--- src/design/mdee_pkg.sv ---
`timescale 1ns / 1ps
// Shared types, constants and helpers for the maze dead-end explorer.
// No dependencies; imported by every design file.
package mdee_pkg;

    localparam int MAZE_SIDE = 32;
    localparam int COORD_W   = $clog2(MAZE_SIDE);
    localparam int CFG_IDX_W = 2;
    localparam int CFG_W     = 5;

    localparam logic [COORD_W-1:0] COORD_MAX   = COORD_W'(MAZE_SIDE - 1);
    localparam logic [COORD_W-1:0] START_X     = COORD_W'(1);
    localparam logic [COORD_W-1:0] START_Y     = COORD_W'(1);
    localparam logic [COORD_W-1:0] GOAL_X_RST  = COORD_W'(12);
    localparam logic [COORD_W-1:0] GOAL_Y_RST  = COORD_W'(8);

    localparam logic [CFG_IDX_W-1:0] REG_GOAL_X = CFG_IDX_W'(0);
    localparam logic [CFG_IDX_W-1:0] REG_GOAL_Y = CFG_IDX_W'(1);

    // absolute directions; bit d of a side mask is direction d
    localparam logic [1:0] DIR_N = 2'd0;
    localparam logic [1:0] DIR_E = 2'd1;
    localparam logic [1:0] DIR_S = 2'd2;
    localparam logic [1:0] DIR_W = 2'd3;

    localparam logic [2:0] MOVE_NONE = 3'd0;

    typedef struct packed {
        logic               rd_en;
        logic [COORD_W-1:0] rd_row;
        logic               wr_en;
        logic [COORD_W-1:0] wr_row;
        logic [COORD_W-1:0] wr_col;
    } map_req_t;

    typedef struct packed {
        logic       move;
        logic [1:0] dir;
        logic       mark;
    } dec_t;

    // 15-bit value mod 3: base-4 digits each weigh 1 mod 3
    function automatic logic [1:0] mod3_15(input logic [14:0] v);
        logic [4:0] s;
        logic [2:0] t;
        s = 5'(v[14]);
        for (int i = 0; i < 7; i++) begin
            s = s + 5'(v[2*i +: 2]);
        end
        t = 3'(s[1:0]) + 3'(s[3:2]) + 3'(s[4]);
        if (t >= 3'd6) begin
            t = t - 3'd6;
        end else if (t >= 3'd3) begin
            t = t - 3'd3;
        end
        return t[1:0];
    endfunction

endpackage

--- src/design/mdee_map_mem.sv ---
`timescale 1ns / 1ps
// Dead-end map: MAZE_SIDE rows of MAZE_SIDE bits, one read port with registered data.
// Per-row valid flops clear the whole map at reset. Depends on mdee_pkg.
module mdee_map_mem
    import mdee_pkg::*;
(
    input  logic                 clk,
    input  logic                 rst_n,
    input  map_req_t             req,
    output logic [MAZE_SIDE-1:0] rd_data
);

    logic [MAZE_SIDE-1:0] mem [MAZE_SIDE];
    logic [MAZE_SIDE-1:0] row_vld_reg;
    logic [MAZE_SIDE-1:0] rd_data_reg;
    logic                 rd_vld_reg;

    always_ff @(posedge clk or negedge rst_n)
    begin
        if (!rst_n)
        begin
            row_vld_reg <= '0;
            rd_vld_reg  <= 1'b0;
        end
        else
        begin
            if (req.wr_en)
            begin
                row_vld_reg[req.wr_row] <= 1'b1;
            end
            if (req.rd_en)
            begin
                rd_vld_reg <= row_vld_reg[req.rd_row];
            end
        end
    end

    // first write to a stale row clears the rest of it
    always_ff @(posedge clk)
    begin
        if (req.wr_en)
        begin
            if (row_vld_reg[req.wr_row])
            begin
                mem[req.wr_row][req.wr_col] <= 1'b1;
            end
            else
            begin
                mem[req.wr_row] <= MAZE_SIDE'(1) << req.wr_col;
            end
        end
        if (req.rd_en)
        begin
            rd_data_reg <= mem[req.rd_row];
        end
    end

    assign rd_data = rd_vld_reg ? rd_data_reg : '0;

endmodule

--- src/design/mdee_decide.sv ---
`timescale 1ns / 1ps
// Direction choice for one step: open sides, corridor following, random pick.
// Depends on mdee_pkg.
module mdee_decide
    import mdee_pkg::*;
(
    input  logic [3:0] walls,
    input  logic [3:0] marks,
    input  logic [1:0] last_dir,
    input  logic       rnd_mod2,
    input  logic [1:0] rnd_mod3,
    output dec_t       dec
);

    logic [3:0] open_mask;
    logic [3:0] cand_mask;
    logic [2:0] n_open;
    logic [1:0] rev;
    logic [3:0] pick_mask;
    logic [1:0] pick_idx;
    logic       pick_found;
    logic [1:0] pick_dir;
    logic [1:0] seen;

    assign open_mask = ~walls & ~marks;
    assign rev       = last_dir + 2'd2;
    assign cand_mask = open_mask & ~(4'b0001 << rev);

    always_comb
    begin
        n_open = '0;
        for (int d = 0; d < 4; d++)
        begin
            n_open = n_open + 3'(open_mask[d]);
        end
    end

    always_comb
    begin
        pick_mask = '0;
        pick_idx  = '0;
        unique case (n_open)
            3'd0:    pick_mask = '0;
            3'd1:    pick_mask = open_mask;
            3'd2:    pick_mask = cand_mask;
            3'd3:
            begin
                pick_mask = cand_mask;
                pick_idx  = {1'b0, rnd_mod2};
            end
            default:
            begin
                pick_mask = cand_mask;
                pick_idx  = rnd_mod3;
            end
        endcase
    end

    // select the pick_idx-th set bit in N, E, S, W order
    always_comb
    begin
        pick_found = 1'b0;
        pick_dir   = DIR_N;
        seen       = '0;
        for (int d = 0; d < 4; d++)
        begin
            if (pick_mask[d])
            begin
                if (!pick_found && seen == pick_idx)
                begin
                    pick_found = 1'b1;
                    pick_dir   = 2'(d);
                end
                seen = seen + 2'd1;
            end
        end
    end

    assign dec.move = pick_found;
    assign dec.dir  = pick_dir;
    assign dec.mark = (n_open == 3'd1);

endmodule

--- src/design/maze_dead_end_explorer_top.sv ---
`timescale 1ns / 1ps
// Maze dead-end explorer: step sequencer, position state, config and output register.
// Depends on mdee_pkg, mdee_map_mem and mdee_decide.
// Each item takes three map row reads (north, south, current) through the single
// read port, then a decide/update step that a full output stalls; a new item is
// accepted no earlier than the update step that completes the current one.
// Reset: position (1,1), heading north, goal (12,8); per-row valid flops clear the map.
module maze_dead_end_explorer_top
    import mdee_pkg::*;
(
    input  logic                 clk,
    input  logic                 rst_n,
    input  logic                 cfg_wr_en,
    input  logic [CFG_IDX_W-1:0] cfg_index,
    input  logic [CFG_W-1:0]     cfg_data,
    input  logic                 in_valid,
    output logic                 in_ready,
    input  logic                 wall_north,
    input  logic                 wall_east,
    input  logic                 wall_south,
    input  logic                 wall_west,
    input  logic [14:0]          random_value,
    output logic                 out_valid,
    input  logic                 out_ready,
    output logic [2:0]           move_dir,
    output logic [COORD_W-1:0]   cell_x,
    output logic [COORD_W-1:0]   cell_y,
    output logic                 finished
);

    localparam logic [1:0] PH_RD_N = 2'd0;
    localparam logic [1:0] PH_RD_S = 2'd1;
    localparam logic [1:0] PH_RD_C = 2'd2;
    localparam logic [1:0] PH_EXEC = 2'd3;

    logic [1:0]           phase_reg, phase_next;
    logic                 in_full_reg;
    logic [3:0]           walls_reg;
    logic                 rnd_mod2_reg;
    logic [1:0]           rnd_mod3_reg;
    logic                 mark_n_reg, mark_s_reg;
    logic [COORD_W-1:0]   pos_x_reg, pos_y_reg, pos_x_next, pos_y_next;
    logic [1:0]           last_dir_reg;
    logic                 goal_reached_reg, goal_reached_next;
    logic [COORD_W-1:0]   goal_x_reg, goal_y_reg;
    logic                 out_valid_reg;
    logic [2:0]           move_dir_reg;
    logic [COORD_W-1:0]   cell_x_reg, cell_y_reg;
    logic                 finished_reg;

    logic                 in_xfer;
    logic                 exec;
    logic                 out_space;
    logic                 done;
    logic                 mark_e, mark_w;
    logic                 do_move;
    map_req_t             map_req;
    logic [MAZE_SIDE-1:0] rd_data;
    dec_t                 dec;

    assign in_xfer   = in_valid && in_ready;
    assign exec      = in_full_reg && (phase_reg == PH_EXEC);
    assign out_space = !out_valid_reg || out_ready;
    assign done      = exec && out_space;
    assign in_ready  = !in_full_reg || done;

    always_comb
    begin
        phase_next = phase_reg;
        if (in_full_reg)
        begin
            unique case (phase_reg)
                PH_RD_N: phase_next = PH_RD_S;
                PH_RD_S: phase_next = PH_RD_C;
                PH_RD_C: phase_next = PH_EXEC;
                PH_EXEC: phase_next = done ? PH_RD_N : PH_EXEC;
                default: phase_next = PH_RD_N;
            endcase
        end
    end

    always_comb
    begin
        map_req.rd_en  = in_full_reg && (phase_reg != PH_EXEC);
        map_req.rd_row = pos_y_reg;
        unique case (phase_reg)
            PH_RD_N: map_req.rd_row = pos_y_reg + COORD_W'(1);
            PH_RD_S: map_req.rd_row = pos_y_reg - COORD_W'(1);
            default: map_req.rd_row = pos_y_reg;
        endcase
        map_req.wr_en  = done && dec.mark && !goal_reached_reg;
        map_req.wr_row = pos_y_reg;
        map_req.wr_col = pos_x_reg;
    end

    mdee_map_mem u_map (
        .clk     (clk),
        .rst_n   (rst_n),
        .req     (map_req),
        .rd_data (rd_data)
    );

    // neighbors past the map edge read as unmarked
    assign mark_e = (pos_x_reg != COORD_MAX) && rd_data[pos_x_reg + COORD_W'(1)];
    assign mark_w = (pos_x_reg != '0) && rd_data[pos_x_reg - COORD_W'(1)];

    mdee_decide u_decide (
        .walls    (walls_reg),
        .marks    ({mark_w, mark_s_reg, mark_e, mark_n_reg}),
        .last_dir (last_dir_reg),
        .rnd_mod2 (rnd_mod2_reg),
        .rnd_mod3 (rnd_mod3_reg),
        .dec      (dec)
    );

    assign do_move = dec.move && !goal_reached_reg;

    always_comb
    begin
        pos_x_next = pos_x_reg;
        pos_y_next = pos_y_reg;
        if (do_move)
        begin
            unique case (dec.dir)
                DIR_N:   pos_y_next = pos_y_reg + COORD_W'(1);
                DIR_E:   pos_x_next = pos_x_reg + COORD_W'(1);
                DIR_S:   pos_y_next = pos_y_reg - COORD_W'(1);
                DIR_W:   pos_x_next = pos_x_reg - COORD_W'(1);
                default: pos_x_next = pos_x_reg;
            endcase
        end
        goal_reached_next = goal_reached_reg
                          || (pos_x_next == goal_x_reg && pos_y_next == goal_y_reg);
    end

    always_ff @(posedge clk or negedge rst_n)
    begin
        if (!rst_n)
        begin
            phase_reg        <= PH_RD_N;
            in_full_reg      <= 1'b0;
            pos_x_reg        <= START_X;
            pos_y_reg        <= START_Y;
            last_dir_reg     <= DIR_N;
            goal_reached_reg <= 1'b0;
            goal_x_reg       <= GOAL_X_RST;
            goal_y_reg       <= GOAL_Y_RST;
            out_valid_reg    <= 1'b0;
        end
        else
        begin
            phase_reg <= phase_next;
            if (in_xfer)
            begin
                in_full_reg <= 1'b1;
            end
            else if (done)
            begin
                in_full_reg <= 1'b0;
            end

            if (cfg_wr_en)
            begin
                unique case (cfg_index)
                    REG_GOAL_X: goal_x_reg <= cfg_data;
                    REG_GOAL_Y: goal_y_reg <= cfg_data;
                    default:    goal_x_reg <= goal_x_reg;
                endcase
            end

            if (done)
            begin
                pos_x_reg        <= pos_x_next;
                pos_y_reg        <= pos_y_next;
                goal_reached_reg <= goal_reached_next;
                if (do_move)
                begin
                    last_dir_reg <= dec.dir;
                end
                out_valid_reg <= 1'b1;
            end
            else if (out_ready)
            begin
                out_valid_reg <= 1'b0;
            end
        end
    end

    // payload registers
    always_ff @(posedge clk)
    begin
        if (in_xfer)
        begin
            walls_reg    <= {wall_west, wall_south, wall_east, wall_north};
            rnd_mod2_reg <= random_value[0];
            rnd_mod3_reg <= mod3_15(random_value);
        end
        if (in_full_reg && phase_reg == PH_RD_S)
        begin
            mark_n_reg <= (pos_y_reg != COORD_MAX) && rd_data[pos_x_reg];
        end
        if (in_full_reg && phase_reg == PH_RD_C)
        begin
            mark_s_reg <= (pos_y_reg != '0) && rd_data[pos_x_reg];
        end
        if (done)
        begin
            move_dir_reg <= do_move ? (3'(dec.dir) + 3'd1) : MOVE_NONE;
            cell_x_reg   <= pos_x_next;
            cell_y_reg   <= pos_y_next;
            finished_reg <= goal_reached_next;
        end
    end

    assign out_valid = out_valid_reg;
    assign move_dir  = move_dir_reg;
    assign cell_x    = cell_x_reg;
    assign cell_y    = cell_y_reg;
    assign finished  = finished_reg;

    // sequencer only leaves the first phase with an item on hand
    a_phase_has_item: assert property (@(posedge clk) disable iff (!rst_n)
        (phase_reg != PH_RD_N) |-> in_full_reg)
        else $error("sequencer past first phase with no item");

    // map write never overlaps a map read
    a_no_rd_wr: assert property (@(posedge clk) disable iff (!rst_n)
        map_req.wr_en |-> (!map_req.rd_en && phase_reg == PH_EXEC))
        else $error("map write outside the update cycle");

    // finish flag is sticky
    a_goal_sticky: assert property (@(posedge clk) disable iff (!rst_n)
        goal_reached_reg |=> goal_reached_reg)
        else $error("goal flag dropped");

    // a move always changes the position
    a_move_changes_pos: assert property (@(posedge clk) disable iff (!rst_n)
        (done && do_move) |=> (pos_x_reg != $past(pos_x_reg)
                               || pos_y_reg != $past(pos_y_reg)))
        else $error("move without position change");

endmodule
--- config.mk ---
export PLATFORM = sky130hd
export DESIGN_NAME = maze_dead_end_explorer_top
export DESIGN_NICKNAME = d
export VERILOG_FILES = /design/src/design/mdee_pkg.sv /design/src/design/mdee_map_mem.sv /design/src/design/mdee_decide.sv /design/src/design/maze_dead_end_explorer_top.sv
export SDC_FILE = /design/constraint.sdc
export NUM_CORES = 2
export LEC_CHECK = 0
export BUFFER_PORTS_ARGS = -buffer_cell sky130_fd_sc_hd__buf_2
export CAP_MARGIN = 20
export CORE_MARGIN = 2
export CORE_UTILIZATION = 63
export DETAILED_ROUTE_END_ITERATION = 16
export PLACE_DENSITY = 0.79
export SETUP_SLACK_MARGIN = 0.02
export SLEW_MARGIN = 25
export SYNTH_ARGS = -nofsm -noshare
export SYNTH_HDL_FRONTEND = slang
export SYNTH_SLANG_ARGS = --single-unit
--- constraint.sdc ---
create_clock -name clk -period 10.8 [get_ports clk]
set_input_delay 1.08 -clock clk [delete_from_list [all_inputs] [get_ports clk]]
set_output_delay 1.08 -clock clk [all_outputs]
set_load 0.02 [all_outputs]
==> out/results.ini <==
[route]
drt-total-wl_um=136000
vias_per_cell=6.83
vias=31000
routed_wire_length_per_instance_um=30.1
drc_errors=0
drt_iter0_markers=5017
firstDrtPassIters=6
drtAntennaViolNets=0

[cts]
cts_tree=yes
clkTransAtPathRegs_ns=0.07
hold_buffers=0
cts.sinks=1139
cts_buffers=111
h-tree-depth=3
cts.repair.resized=0
cts_buffer_depth=3
clk_latency_ns=0.71
clockRootBuffer=clkbuf_16
postCtsSetupBuffers=0

[critical_path]
path_delay_family=compound AO/OA/AOI/OAI gates
critPathLaunchType=register
path_common_cell=ha_1
crit_slowest_cell=ha_1
worstPathArrival_ns=10.28
endpoint_kind=register
slowest_delay_ns=0.69
required_ns=11.38
worstPathMaxFanout=16
path_class=reg -> reg
critPathBufInv=3

[yosys]
seq_area_frac_synth_pct=66.1
synth_area_leaders=edfxtp_1 (63%), mux4_2 (16%), nor2_1 (7.8%)
synth_cell_type_count=85
ys_top_cells_by_count=edfxtp_1 (1079), nor2_1 (1064), mux4_2 (355), clkbuf_1 (263), nand2_1 (98)
yosys_register_bits=1139
syn-mean-instance-area_um2=14.8
syn-cell-area_um2=51300
synth_largest_area_cell=edfxtp_1
post-synth-top-area-fraction_pct=63.2
syn-num-nets=3526
synth_most_common_cell=edfxtp_1
postSynthCellCount=3455
yosys_warnings=0
synth_flop_cell=edfxtp_1
synth-edff-count=1079
synthArstFlopShare_pct=5.27

[global_routing]
gr-usage-met2_pct=52.3
antenna_found_initial=4
grt_overflow=0
grt_use_total_pct=33.2
use_met3_pct=7.46
grt_max_degree=144
top_usage_layer=met2
grt_pass1_vias=30500
grt_pass1_wl_um=198000
grtUsageMet1_pct=45.3

[floorplan]
core.rowCount=104
boundaryPins=47
die_h_um=289
die_w_um=289
start_util_pct=63.7
coreArea_um2=80500
die_area_um2=83700

[sta]
timing.hold.ws_ns=0.492
rsz0062_at_grt=false
setup_tns_ns=0
clock_skew_ns=0.0573
worst_pin_slew_ns=1.13
hold_viol_final=0
period_needed_ns=9.70
maxSlewViolCount=0
setup-violations-final=0
relSlewSlack_pct=24.8
timing.final.crit_share_pct=89.8
timing.fmax_ghz=0.103

[hold_path]
hold_class=reg -> reg

[power_and_ir_drop]
powerDensity_nw_per_um2=192
vdd_ir_drop_max_v=0.000209
leakage_nw=24.7

[final_layout]
drive_above_1_share_pct=22.8
area_delta_synth_final_pct=10.1
largest_register_ffs=1024
fin_nets=3446

[placed_design]
hpwl_um=69800
io_buffers=46
globalplace.congestion=0.878

[run_status]
status=finished, final reports clean

[job]
cap_violations=0

[cells in the final DEF (no fill, tap or decap), drive strengths merged, types with 7 or more instances in the layout]
cell and count:
edfxtp 1079, nor2 1065, mux4 355, clkbuf 141, buf 120, nand2 99, dfrtp 55, clkinv 53
mux2 48, o21ai 48, nand2b 47, inv 46, a21oi 40, ha 27, a31oi 22, mux2i 21
xnor2 16, fa 13, nor3 13, nor2b 13, and2 12, bufinv 10, nor4 9, o211ai 8
xor2 8, o22ai 7
[path summary, 6_finish.rpt]
check | startpoint | endpoint | slack [ns] | cells after the start
max | pos_x_reg[1] | goal_reached_reg | 1.10 | 36
min | u_map.row_vld_reg[10] | u_map.row_vld_reg[10] | 0.49 | 1
max reg2reg | pos_x_reg[1] | goal_reached_reg | 1.10 | 36
min reg2reg | u_map.row_vld_reg[10] | u_map.row_vld_reg[10] | 0.49 | 1
max in group asynchronous | rst_n | u_map.row_vld_reg[26] | 9.67 | 2
min in group asynchronous | rst_n | goal_y_reg[1] | 0.56 | 2
[routing by layer]
metal | up-vias | share of wire [%]
li1 | 12600 | -
met1 | 15700 | 35
met2 | 2251 | 48
met3 | 382 | 13
met4 | 4 | 4.6
met5 | - | 0.019
[report_power, final]
| group | switching (mW) | internal, mW |
|---|---|---|
| Sequential | 0.105 | 4.91 |
| Combinational | 1.19 | 0.793 |
| Clock | 1.67 | 2.18 |
| Total | 2.96 | 7.88 |
[metrics by stage]
| step | instance area [um^2] | utilization (%) | setup slack, ns | power [mW] | instances |
|---|---|---|---|---|---|
| global route | 56400 | 70.1 | 0.262 | 11.2 | 4531 |
| floorplan | 51300 | - | 2.35 | 6.63 | 3455 |
| global placement | 52700 | 65.4 | 1.31 | 7.02 | 4320 |
| detailed placement | 52700 | 65.5 | 1.23 | 7.07 | 4320 |
| finish | 56400 | 70.1 | 1.10 | 10.8 | 4535 |
| CTS | 56300 | 69.9 | 1.20 | 10.8 | 4529 |
[final cells by class]
cell class | instances | area, um^2
multi-input cells | 1959 | 16600
clock inverters | 68 | 642
fillers | 4840 | 24100
clock buffers | 141 | 2950
repair buffers | 120 | 843
well taps | 1060 | 1330
diodes | 4 | 10.0
flip-flops and latches | 1139 | 33900
inverters | 44 | 165
[cell families after synthesis]
logic type,after synthesis,synth area share [%]
AOI/OAI and AO/OA,176,2.30
xor gates and xnor gates,24,0.425
adders and majority gates,40,1.17
buffers and inverters,357,2.74
DFF,1139,66.1
muxes,424,17.1
and+or+nand+nor,1295,10.2
Power figures use the tool's default switching activity.
